--- config.mk ---
export PLATFORM = sky130hd
export DESIGN_NAME = line_anchored_literal_search_top
export DESIGN_NICKNAME = d
export VERILOG_FILES = /design/src/las_pkg.sv /design/src/las_window.sv /design/src/line_anchored_literal_search_top.sv
export SDC_FILE = /design/constraint.sdc
export NUM_CORES = 2
export LEC_CHECK = 0
export BUFFER_PORTS_ARGS = -buffer_cell sky130_fd_sc_hd__buf_2
export CORE_MARGIN = 1.5
export CORE_UTILIZATION = 30
export CTS_CLUSTER_SIZE = 14
export DETAILED_ROUTE_END_ITERATION = 10
export PLACE_DENSITY = 0.49
export SYNTH_ARGS = -nofsm -noshare
export SYNTH_HDL_FRONTEND = slang
export SYNTH_SLANG_ARGS = --single-unit
--- constraint.sdc ---
create_clock -name clk -period 9.1 [get_ports clk]
set_input_delay 0.455 -clock clk [delete_from_list [all_inputs] [get_ports clk]]
set_output_delay 0.455 -clock clk [all_outputs]
set_load 0.01 [all_outputs]
--- src/las_pkg.sv ---
// ----------------------------------------------------------------------------
// las_pkg: shared definitions for the line anchored literal search
// Register indexes, port widths and the line terminator byte.
// ----------------------------------------------------------------------------
package las_pkg;

	localparam int CFG_INDEX_BITS = 3;
	localparam int CFG_DATA_BITS  = 64;
	localparam int TEXT_BITS      = 8;
	localparam int PLEN_BITS      = 5;
	localparam int REG_PAT_BYTES  = 16;

	localparam logic [CFG_INDEX_BITS-1:0] REG_PATTERN_LOW    = 3'd0;
	localparam logic [CFG_INDEX_BITS-1:0] REG_PATTERN_HIGH   = 3'd1;
	localparam logic [CFG_INDEX_BITS-1:0] REG_PATTERN_LENGTH = 3'd2;
	localparam logic [CFG_INDEX_BITS-1:0] REG_ANCHOR_START   = 3'd3;
	localparam logic [CFG_INDEX_BITS-1:0] REG_ANCHOR_END     = 3'd4;
	localparam logic [CFG_INDEX_BITS-1:0] REG_SEARCH_BACK    = 3'd5;
	localparam logic [CFG_INDEX_BITS-1:0] REG_ORIGIN         = 3'd6;

	localparam logic [TEXT_BITS-1:0] NEWLINE_BYTE = 8'h0A;

endpackage

--- src/las_window.sv ---
// ----------------------------------------------------------------------------
// las_window: text window and pattern compare
// Holds the most recent text bytes and compares the window, including the
// byte now being taken, against the pattern aligned to the window tail.
// ----------------------------------------------------------------------------
module las_window
	import las_pkg::*;
#(
	parameter int PATTERN_BYTES = 16
) (
	input  logic                           clk,
	input  logic                           shift,
	input  logic [TEXT_BITS-1:0]           byte_in,
	input  logic [PATTERN_BYTES*8-1:0]     aligned,
	input  logic [PATTERN_BYTES-1:0]       care,
	output logic                           hit
);

	logic [TEXT_BITS-1:0] recent_q [PATTERN_BYTES];
	logic [TEXT_BITS-1:0] win [PATTERN_BYTES];
	logic [PATTERN_BYTES-1:0] pos_ok;

	// Position 0 is the newest byte.
	assign win[0] = byte_in;
	for (genvar j = 1; j < PATTERN_BYTES; j++) begin : g_win
		assign win[j] = recent_q[j-1];
	end

	for (genvar j = 0; j < PATTERN_BYTES; j++) begin : g_cmp
		assign pos_ok[j] = !care[j] || (win[j] == aligned[8*j +: 8]);
	end

	assign hit = &pos_ok;

	always_ff @(posedge clk) begin
		if (shift) begin
			for (int j = 0; j < PATTERN_BYTES; j++) begin
				recent_q[j] <= win[j];
			end
		end
	end

endmodule

--- src/line_anchored_literal_search_top.sv ---
// ----------------------------------------------------------------------------
// line_anchored_literal_search_top: literal search with line anchors
// Streams text one byte at a time and reports the first (forward) or last
// (backward) qualifying match of a configured literal with the final byte.
// ----------------------------------------------------------------------------
//  channel | direction | handshake          | payload
//  --------+-----------+--------------------+-----------------------------------
//  s_      | in        | s_tvalid/s_tready  | tdata: text_byte, tlast: final_byte
//  m_      | out       | m_tvalid/m_tready  | tdata: found, match_offset
//  cfg_    | in        | cfg_valid/cfg_ready| cfg_index, cfg_data
//
// One text byte is taken per cycle; the byte waits in the input register, and
// the window compare plus the match bookkeeping update the search state as it
// leaves. A result is registered as its final byte leaves the input register.
// The input stalls only while a final byte waits behind a result that has not
// been taken. Reset clears all control state, not the input, window or result
// data registers; no clearing pass is needed.
module line_anchored_literal_search_top
	import las_pkg::*;
#(
	parameter int PATTERN_BYTES = 16,
	parameter int OFFSET_BITS   = 24
) (
	input  logic                          clk,
	input  logic                          arst_n,
	input  logic                          s_tvalid,
	output logic                          s_tready,
	input  logic [7:0]                    s_tdata,   // [7:0] text_byte
	input  logic                          s_tlast,   // final_byte
	output logic                          m_tvalid,
	input  logic                          m_tready,
	// [0] found, [OFFSET_BITS:1] match_offset, zero padded to bytes
	output logic [((OFFSET_BITS+8)/8)*8-1:0] m_tdata,
	input  logic                          cfg_valid,
	output logic                          cfg_ready,
	input  logic [CFG_INDEX_BITS-1:0]     cfg_index,
	input  logic [CFG_DATA_BITS-1:0]      cfg_data
);

	localparam int OB    = OFFSET_BITS;
	localparam int OW1   = OB + 1;
	localparam int OW2   = OB + 2;
	localparam int OUT_W = ((OB + 8) / 8) * 8;
	localparam int PLEN_CAP = (PATTERN_BYTES < 31) ? PATTERN_BYTES : 31;

	// Configuration registers.
	logic [63:0]           pat_lo_q, pat_hi_q;
	logic [PLEN_BITS-1:0]  len_q;
	logic                  as_q, ae_q, bwd_q;
	logic [OB-1:0]         org_q;

	// Pattern prepared for the window compare.
	logic [PATTERN_BYTES*8-1:0] aligned_q;
	logic [PATTERN_BYTES-1:0]   care_q;
	logic [PLEN_BITS-1:0]       plen_q;
	logic [PATTERN_BYTES*8-1:0] aligned_d;
	logic [PATTERN_BYTES-1:0]   care_d;
	logic [PLEN_BITS-1:0]       plen_d;
	logic [7:0]                 pat_b [PATTERN_BYTES];

	// Input stage.
	logic                  valid_s1, last_s1;
	logic [TEXT_BITS-1:0]  byte_s1;
	logic                  in_fire, fire_s1;

	// Search state.
	logic [OB:0]   bs_q, lb_q, eolo_q;
	logic          hm_q, eolv_q;
	logic [OB-1:0] best_q;
	logic [OB:0]   bs_d, lb_d, eolo_d;
	logic          hm_d, eolv_d;
	logic [OB-1:0] best_d;

	// Result register.
	logic          out_valid_q, found_q;
	logic [OB-1:0] offset_q;

	logic anchored, in_range, hit, shift;

	assign cfg_ready = 1'b1;

	always_ff @(posedge clk or negedge arst_n) begin
		if (!arst_n) begin
			pat_lo_q <= '0;
			pat_hi_q <= '0;
			len_q    <= '0;
			as_q     <= 1'b0;
			ae_q     <= 1'b0;
			bwd_q    <= 1'b0;
			org_q    <= '0;
		end else if (cfg_valid) begin
			case (cfg_index)
				REG_PATTERN_LOW:    pat_lo_q <= cfg_data;
				REG_PATTERN_HIGH:   pat_hi_q <= cfg_data;
				REG_PATTERN_LENGTH: len_q    <= cfg_data[PLEN_BITS-1:0];
				REG_ANCHOR_START:   as_q     <= cfg_data[0];
				REG_ANCHOR_END:     ae_q     <= cfg_data[0];
				REG_SEARCH_BACK:    bwd_q    <= cfg_data[0];
				REG_ORIGIN:         org_q    <= cfg_data[OB-1:0];
				default: ;
			endcase
		end
	end

	for (genvar k = 0; k < PATTERN_BYTES; k++) begin : g_pat
		if (k < 8) begin : g_lo
			assign pat_b[k] = pat_lo_q[8*k +: 8];
		end else if (k < REG_PAT_BYTES) begin : g_hi
			assign pat_b[k] = pat_hi_q[8*(k-8) +: 8];
		end else begin : g_zero
			assign pat_b[k] = '0;
		end
	end

	// Window position j holds pattern byte plen-1-j.
	always_comb begin
		plen_d = (len_q > PLEN_CAP[PLEN_BITS-1:0]) ? PLEN_CAP[PLEN_BITS-1:0] : len_q;
		aligned_d = '0;
		for (int j = 0; j < PATTERN_BYTES; j++) begin
			care_d[j] = int'(plen_d) > j;
			for (int k = 0; k < PATTERN_BYTES; k++) begin
				if (int'(plen_d) == j + k + 1) begin
					aligned_d[8*j +: 8] = pat_b[k];
				end
			end
		end
	end

	always_ff @(posedge clk or negedge arst_n) begin
		if (!arst_n) begin
			aligned_q <= '0;
			care_q    <= '0;
			plen_q    <= '0;
		end else begin
			aligned_q <= aligned_d;
			care_q    <= care_d;
			plen_q    <= plen_d;
		end
	end

	// Input stage handshake.
	assign s_tready = !valid_s1 || fire_s1;
	assign in_fire  = s_tvalid && s_tready;
	assign fire_s1  = valid_s1 && !(last_s1 && out_valid_q && !m_tready);

	always_ff @(posedge clk or negedge arst_n) begin
		if (!arst_n) begin
			valid_s1 <= 1'b0;
		end else if (in_fire) begin
			valid_s1 <= 1'b1;
		end else if (fire_s1) begin
			valid_s1 <= 1'b0;
		end
	end

	always_ff @(posedge clk) begin
		if (in_fire) begin
			byte_s1 <= s_tdata;
			last_s1 <= s_tlast;
		end
	end

	assign anchored = as_q || ae_q;
	assign in_range = !bs_q[OB];
	assign shift    = fire_s1 && in_range;

	las_window #(
		.PATTERN_BYTES(PATTERN_BYTES)
	) u_window (
		.clk     (clk),
		.shift   (shift),
		.byte_in (byte_s1),
		.aligned (aligned_q),
		.care    (care_q),
		.hit     (hit)
	);

	// Whether a match starting at pos, on a line starting at ls, is taken.
	function automatic logic take(input logic [OB:0] pos, input logic [OB:0] ls,
			input logic hm);
		logic [OB+1:0] end_pos;
		logic ok;
		end_pos = {1'b0, pos} + OW2'(plen_q);
		ok = 1'b0;
		if (!pos[OB]) begin
			if (bwd_q) begin
				ok = end_pos <= OW2'(org_q);
			end else if (!hm) begin
				ok = anchored ? (ls >= OW1'(org_q)) : (pos >= OW1'(org_q));
			end
		end
		return ok;
	endfunction

	always_comb begin
		logic [OB:0] e, len, plen_x;
		logic empty;
		bs_d   = bs_q;
		lb_d   = lb_q;
		eolv_d = eolv_q;
		eolo_d = eolo_q;
		hm_d   = hm_q;
		best_d = best_q;
		plen_x = OW1'(plen_q);
		empty  = (plen_q == '0);
		e      = bs_q + OW1'(1);
		len    = '0;

		// A new text opens its first line at offset zero.
		if (bs_q == '0) begin
			lb_d   = '0;
			eolv_d = empty;
			eolo_d = '0;
			if (as_q && !ae_q && empty && take('0, '0, hm_d)) begin
				hm_d   = 1'b1;
				best_d = '0;
			end
		end

		if (in_range) begin
			bs_d = e;
			if (!anchored) begin
				if (!empty && e >= plen_x && hit && take(e - plen_x, e - plen_x, hm_d)) begin
					hm_d   = 1'b1;
					best_d = OB'(e - plen_x);
				end
			end else if (byte_s1 == NEWLINE_BYTE) begin
				if (ae_q && eolv_d && take(eolo_d, lb_d, hm_d)) begin
					hm_d   = 1'b1;
					best_d = eolo_d[OB-1:0];
				end
				lb_d   = e;
				eolv_d = empty;
				eolo_d = e;
				if (as_q && !ae_q && empty && take(e, e, hm_d)) begin
					hm_d   = 1'b1;
					best_d = e[OB-1:0];
				end
			end else begin
				len = e - lb_d;
				if (as_q && !ae_q && !empty && len == plen_x && hit
						&& take(lb_d, lb_d, hm_d)) begin
					hm_d   = 1'b1;
					best_d = lb_d[OB-1:0];
				end
				if (ae_q) begin
					if (empty) begin
						eolv_d = !as_q;
						eolo_d = e;
					end else begin
						eolv_d = (len >= plen_x) && (!as_q || len == plen_x) && hit;
						eolo_d = e - plen_x;
					end
				end
			end
		end

		// The end of the text also ends the current line.
		if (last_s1 && anchored && ae_q && eolv_d && take(eolo_d, lb_d, hm_d)) begin
			hm_d   = 1'b1;
			best_d = eolo_d[OB-1:0];
		end
	end

	always_ff @(posedge clk or negedge arst_n) begin
		if (!arst_n) begin
			bs_q   <= '0;
			lb_q   <= '0;
			eolv_q <= 1'b0;
			eolo_q <= '0;
			hm_q   <= 1'b0;
			best_q <= '0;
		end else if (fire_s1) begin
			if (last_s1) begin
				bs_q   <= '0;
				lb_q   <= '0;
				eolv_q <= 1'b0;
				eolo_q <= '0;
				hm_q   <= 1'b0;
				best_q <= '0;
			end else begin
				bs_q   <= bs_d;
				lb_q   <= lb_d;
				eolv_q <= eolv_d;
				eolo_q <= eolo_d;
				hm_q   <= hm_d;
				best_q <= best_d;
			end
		end
	end

	always_ff @(posedge clk or negedge arst_n) begin
		if (!arst_n) begin
			out_valid_q <= 1'b0;
		end else if (fire_s1 && last_s1) begin
			out_valid_q <= 1'b1;
		end else if (m_tready) begin
			out_valid_q <= 1'b0;
		end
	end

	always_ff @(posedge clk) begin
		if (fire_s1 && last_s1) begin
			found_q  <= hm_d;
			offset_q <= hm_d ? best_d : '0;
		end
	end

	assign m_tvalid = out_valid_q;
	assign m_tdata  = OUT_W'({offset_q, found_q});

endmodule

# Word level (Yosys, flattened, before mapping)
# Memories as Yosys holds them, arrays and structs flattened.
# Cells that the tools add are included.
# word_totals
regBits,446
ram_bits,128
out_inout_bits,35
word_cells,538
n_memories,1
# memory_table
memory,words,word_bits,read_ports,rd_clocked_by_memory_dff,wr,line_no,rtl
u_window.recent_q,16,8,15,0,16,las_window.sv:19,logic [TEXT_BITS-1:0] recent_q [PATTERN_BYTES];
# classes
add_sub_neg,8
magnitude_cmp,31
eq_ne,56
muxes,338
reduce_logical,81
# op_table
cell,count
two-way mux 8 bit,256
two-way mux 25 bit,14
two-way mux 24 bit,11
adder 25 x 5 -> 26 bit,5
<= comparator 26 x 24 -> 1 bit,5
equality test 8 bit,16
>= comparator 25 x 24 -> 1 bit,5
equality test 5 bit (second input constant),16
two-way mux 1 bit,56
>= comparator 25 x 5 -> 1 bit,2
equality test 5 x 4 -> 1 bit (second input constant),8
> comparator 5 x 4 -> 1 bit (second input constant),8
adder 25 x 1 -> 25 bit (second input constant),1
equality test 25 x 5 -> 1 bit,1
logical AND 1 bit,25
logical NOT 25 bit,1
subtractor 25 bit,1
subtractor 25 x 5 -> 25 bit,1
>= comparator 1 x 24 -> 1 bit (first input constant),1
<= comparator 5 x 24 -> 1 bit,1
logical NOT 1 bit,23
equality test 5 x 3 -> 1 bit (second input constant),4
> comparator 5 x 3 -> 1 bit (second input constant),4
logical OR 1 bit,19
16 further kinds,30

# Logic depth before layout (Yosys ltp)
# logic_depth
ltp_word,35
ltp_mapped,42
depth_no_buf,35

# Hierarchy
# Synthesis repeated with hierarchy kept, for this count alone.
# unflattened
cells_unflattened,4558
area_unflattened_um2,41247.1
# modules_own_cells
mod,n_inst,cells_per_inst,area_per_inst_um2,seq_area_each_um2
line_anchored_literal_search_top,1,4257,36204.7,11330.9
las_window,1,301,5042.3,3603.5

# Worst setup path before layout
# Ideal clock, no wire load.
# synth_path
path_kind,register to register
from,register bs_q[0]
to,register offset_q[20] (data pin)
t_arrival_ns,7.802
t_required_ns,8.930
setup_slack_ns,1.129
stages_incl_launch_ff,39
path_buffers,6
synth_period_minus_slack_ns,7.971
path_cell_list,dfrtp_1 inv_1 ha_1 nor4b_1 nand4_1 or2_1 clkbuf_1 clkbuf_1 clkbuf_1 buf_1 clkbuf_1 nand2_1 inv_1 ha_1 a21o_1 a21oi_1 o21bai_1 a21oi_1 [3 not listed] and3_1 nand2_1 nor3_1 and3_1 and3_1 xnor2_1 ha_1 a2111oi_0 o211ai_1 o21a_1 o21ai_0 nand4_1 nand4bb_1 clkbuf_1 nor2_1 a211oi_1 o22a_1 o32ai_2
# synth_between
elab_chain_len,30
elab_cells_between_ends,99
classes_between,add/sub: 8; order compare: 12; eq/ne: 1; mux: 63; reduce/logical: 15
# synth_rtl
element,line_no,rtl
from (decl),line_anchored_literal_search_top.sv:67,"logic [OB:0] bs_q, lb_q, eolo_q;"
from (signal assigned),line_anchored_literal_search_top.sv:282,bs_q <= bs_d;
"parallel branches: the longest is 30 deep, another holds adder 25 x 5 -> 26 bit",-,
to (signal assigned),line_anchored_literal_search_top.sv:305,offset_q <= hm_d ? best_d : '0;
to (decl),line_anchored_literal_search_top.sv:76,logic [OB-1:0] offset_q;
# Parallel ways; which one is timed is not known. The select of a mux whose other input is x is not followed.
# A chain may end at the register's enable or synchronous reset.

# Worst setup path in the final report
# layout_path
from,register bs_q[0]
to,register offset_q[23] (data pin)
# The elaborated chain is that of the path after synthesis.

==> impl_metrics.yaml <==
setup_path:
  r2r-end: "offset_q[23]$_SDFFCE_PN0P_"
  rrSetupSlack_ns: 0.50
  reg2reg_from: "bs_q[0]$_DFFE_PN0P_"
  crit_family: "simple AND/OR/NAND/NOR gates"
  cp.arrival_ns: 9.00
  slowest_stage: "a222oi_1"
  startpoint_type: "register"
  crit_type: "reg2reg"
  slowest_delay_ns: 1.00
  crit_buf_inv: 4
  cp-end-kind: "register"
  required_ns: 9.50
  crit_fanout: 24
  ff2ff_path_depth: 27
cts:
  clock_sinks: 566
  clockBufferDepth: 3
  h-tree-depth: 3
  clock_latency_ns: 0.70
  postCtsSetupBuffers: 0
  cts_buffers: 72
  path_clk_slew_ns: 0.06
  cts_tree: "done"
  cts_root_buffer: "clkbuf_16"
global_route:
  grt_usage_pct: 28.5
  grt-ovfl-total: 0
  antenna_found_initial: 17
  grt_pass1_wl_um: 289000
  grt_start_max_net_pins: 139
  grt_pass1_vias: 38100
logic_synthesis:
  syn-instance-count: 4599
  synth_edf_count: 154
  synth_ff_type: "dfrtp_1"
  synth-seq-cells: 566
  synth_warnings: 0
  synth.distinct_cells: 103
  syn_avg_cell_area_um2: 8.96
  ys_seq_area_share_pct: 36.2
  async_flop_share_pct: 72.8
  mappedNetlistArea_um2: 41200
drt:
  dr.pass1.iters: 9
  drcViolationCount: 0
  routedWlPerCell_um: 31.5
  routed_via_density: 6.11
  drtIter0Drc: 5495
  ant_nets: 0
  routed_wl_um: 204000
  vias: 39600
timing:
  worst_clock_skew_ns: 0.0323
  worst_pin_slew_ns: 1.31
  finalHoldViolations: 0
  fmax_mhz: 116
  setup_violations: 0
  finalSetupTns_ns: 0
  rsz0062_at_grt: "no"
  maxSlewViolCount: 0
  slew_headroom_pct: 12.4
  post-route-min-period_ns: 8.60
  fin_crit_sh_pct: 94.5
finish:
  fin_nets: 4993
  synthToLayoutAreaGrowth_pct: 13.8
  drive_gt1_share_pct: 13.1
  fillCellCount: 14100
  fin_cells: 6476
pwr:
  pwr_density_cell_nw_per_um2: 244
  p_switching_uw: 4910
  seqPwrFrac_pct: 33.9
  pwr-share-comb_pct: 39.4
  power.internal_uw: 6520
  irDropWorstVdd_mv: 0.195
  clockPowerShare_pct: 26.6
  p_leak_uw: 0.0193
  power_switching_share_pct: 42.9
floorplanning:
  die_height_um: 374
  pin_count: 116
  initial_core_util_pct: 30.3
  coreArea_um2: 136000
  dieArea_um2: 140000
  die_w_um: 374
  rows: 135
hold_path:
  hold_depth: 2
  hold_path_end: "pat_hi_q[32]$_DFFE_PN0P_"
  hold_start: "cfg_data[32]"
  hp-class: "in2reg"
place:
  dp_cells: 6296
  place.gp.congestion: 0.952
  place.port_buffers: 107
  hpwlAfterDp_um: 150000
outcome:
  status: "finished, final reports clean"
flow_run:
  max_cap_viol_count: 0
==> Yosys cell counts, drive strengths merged (12+ instances only) <==
cell type	number	area share, %
a211o	14	0.30
a211oi	57	1.1
a21o	52	0.95
a21oi	219	2.7
a221oi	21	0.45
a222oi	68	1.7
a22o	36	0.77
a22oi	201	3.7
a31oi	59	0.90
a32oi	15	0.32
and2	31	0.47
and3	34	0.52
and4	12	0.26
buf	66	0.79
clkbuf	295	2.7
dfrtp	412	25
edfxtp	154	11
ha	279	8.5
inv	163	1.5
mux2	146	4.0
mux2i	47	1.1
nand2	478	4.4
nand2b	23	0.35
nand3	132	1.6
nand4	145	2.2
nor2	270	2.5
nor2b	37	0.56
nor3	82	1.0
nor4	48	0.74
o2111ai	19	0.42
o211ai	50	0.91
o21a	38	0.69
o21ai	336	4.1
o22ai	46	0.70
o31ai	15	0.27
or3	29	0.44
or4	12	0.22
xnor2	259	5.5
xor2	33	0.70
==> cells by family after synthesis <==
kind of cell | synth area share, %
simple gates | 16.1
compound gates | 22.4
flops | 36.2
buf+inv | 5.01
xor+xnor | 6.30
fa+ha+maj | 8.86
mux | 5.13
other cells | 0.0182
==> sequential cells by signal (all words and copies together) (netlist names), 25 cells and up <==
signal             flops
pat_hi_q              64
pat_lo_q              64
bs_q                  25
lb_q                  25
eolo_q                25
aligned_q            128
u_window.recent_q    120
==> what timing repair did <==
| item | 4_1_cts | 5_1_grt |
|---|---|---|
| hold buffers | 37 | 0 |
| gates resized for setup | 0 | 7 |
| endpoints found under the hold margin | 155 | 0 |
| setup endpoints to repair | 0 | 44 |
==> worst max-delay path by stage <==
stage	slack, ns	cells after the start	from	to
finish	0.50	27	bs_q[0]$_DFFE_PN0P_	offset_q[23]$_SDFFCE_PN0P_
detailed placement	0.37	30	bs_q[0]$_DFFE_PN0P_	offset_q[1]$_SDFFCE_PN0P_
floorplan	1.13	38	bs_q[0]$_DFFE_PN0P_	offset_q[20]$_SDFFCE_PN0P_
global route	0.04	34	bs_q[0]$_DFFE_PN0P_	offset_q[23]$_SDFFCE_PN0P_
CTS	0.35	30	bs_q[0]$_DFFE_PN0P_	offset_q[13]$_SDFFCE_PN0P_
global placement	0.57	29	bs_q[0]$_DFFE_PN0P_	offset_q[9]$_SDFFCE_PN0P_
==> layout make-up <==
class | instances | area [µm²] | share of cell area (%)
inverter | 168 | 631 | 1.34
clock inverter | 42 | 526 | 1.12
sequential | 566 | 14900 | 31.9
clock buffer | 92 | 1950 | 4.15
antenna | 9 | 22.5 | 0.0480
multi-input combinational | 3510 | 24400 | 52.0
timing repair buffer | 308 | 2200 | 4.69
tap | 1781 | 2230 | 4.75
==> metal layers <==
metal  wire length [µm]  global-route usage [%]  vias to the layer above
met5                 56                       0                        -
met4              16100                    18.6                        8
met3              17800                    6.21                      549
met2              91600                    45.2                     2242
met1              78700                    34.9                    19500
li1                   -                       -                    17300
==> per-stage QoR <==
stage                     total power (µW)  hold WS [ns]  setup WS (ns)  util (%)  area [µm²]
after floorplan                       6310         0.159           1.13         -       41200
after global placement                8270         0.450          0.567      32.4       44000
after detailed placement              8280         0.458          0.369      32.4       44000
after CTS                            11400      0.000263          0.349      34.5       46800
after global routing                 11900        0.0246         0.0391      34.5       46900
final                                11400        0.0298          0.499      34.5       46900
==> power groups by stage <==
stage | logic (µW) | clock network, µW | registers, µW
6_report | 4510 | 3050 | 3880
5_1_grt | 4840 | 3190 | 3910
4_1_cts | 4420 | 3100 | 3840
3_5_place_dp | 4390 | 0 | 3890
3_3_place_gp | 4390 | 0 | 3890
2_1_floorplan | 2880 | 0 | 3430
==> layout by cell type, fill, tap and decap left out, types with 128 or more instances in the layout <==
cell type and count:
nor2_1 256, xnor2_1 256, nand2_1 474, nand3_1 128
dfrtp_1 410, a22oi_1 201, nand4_1 144, edfxtp_1 154
mux2_2 146, a21oi_1 219, buf_4 160, o21ai_0 322
inv_1 157, ha_1 279
Note: power is estimated with default switching activity, not from simulation.
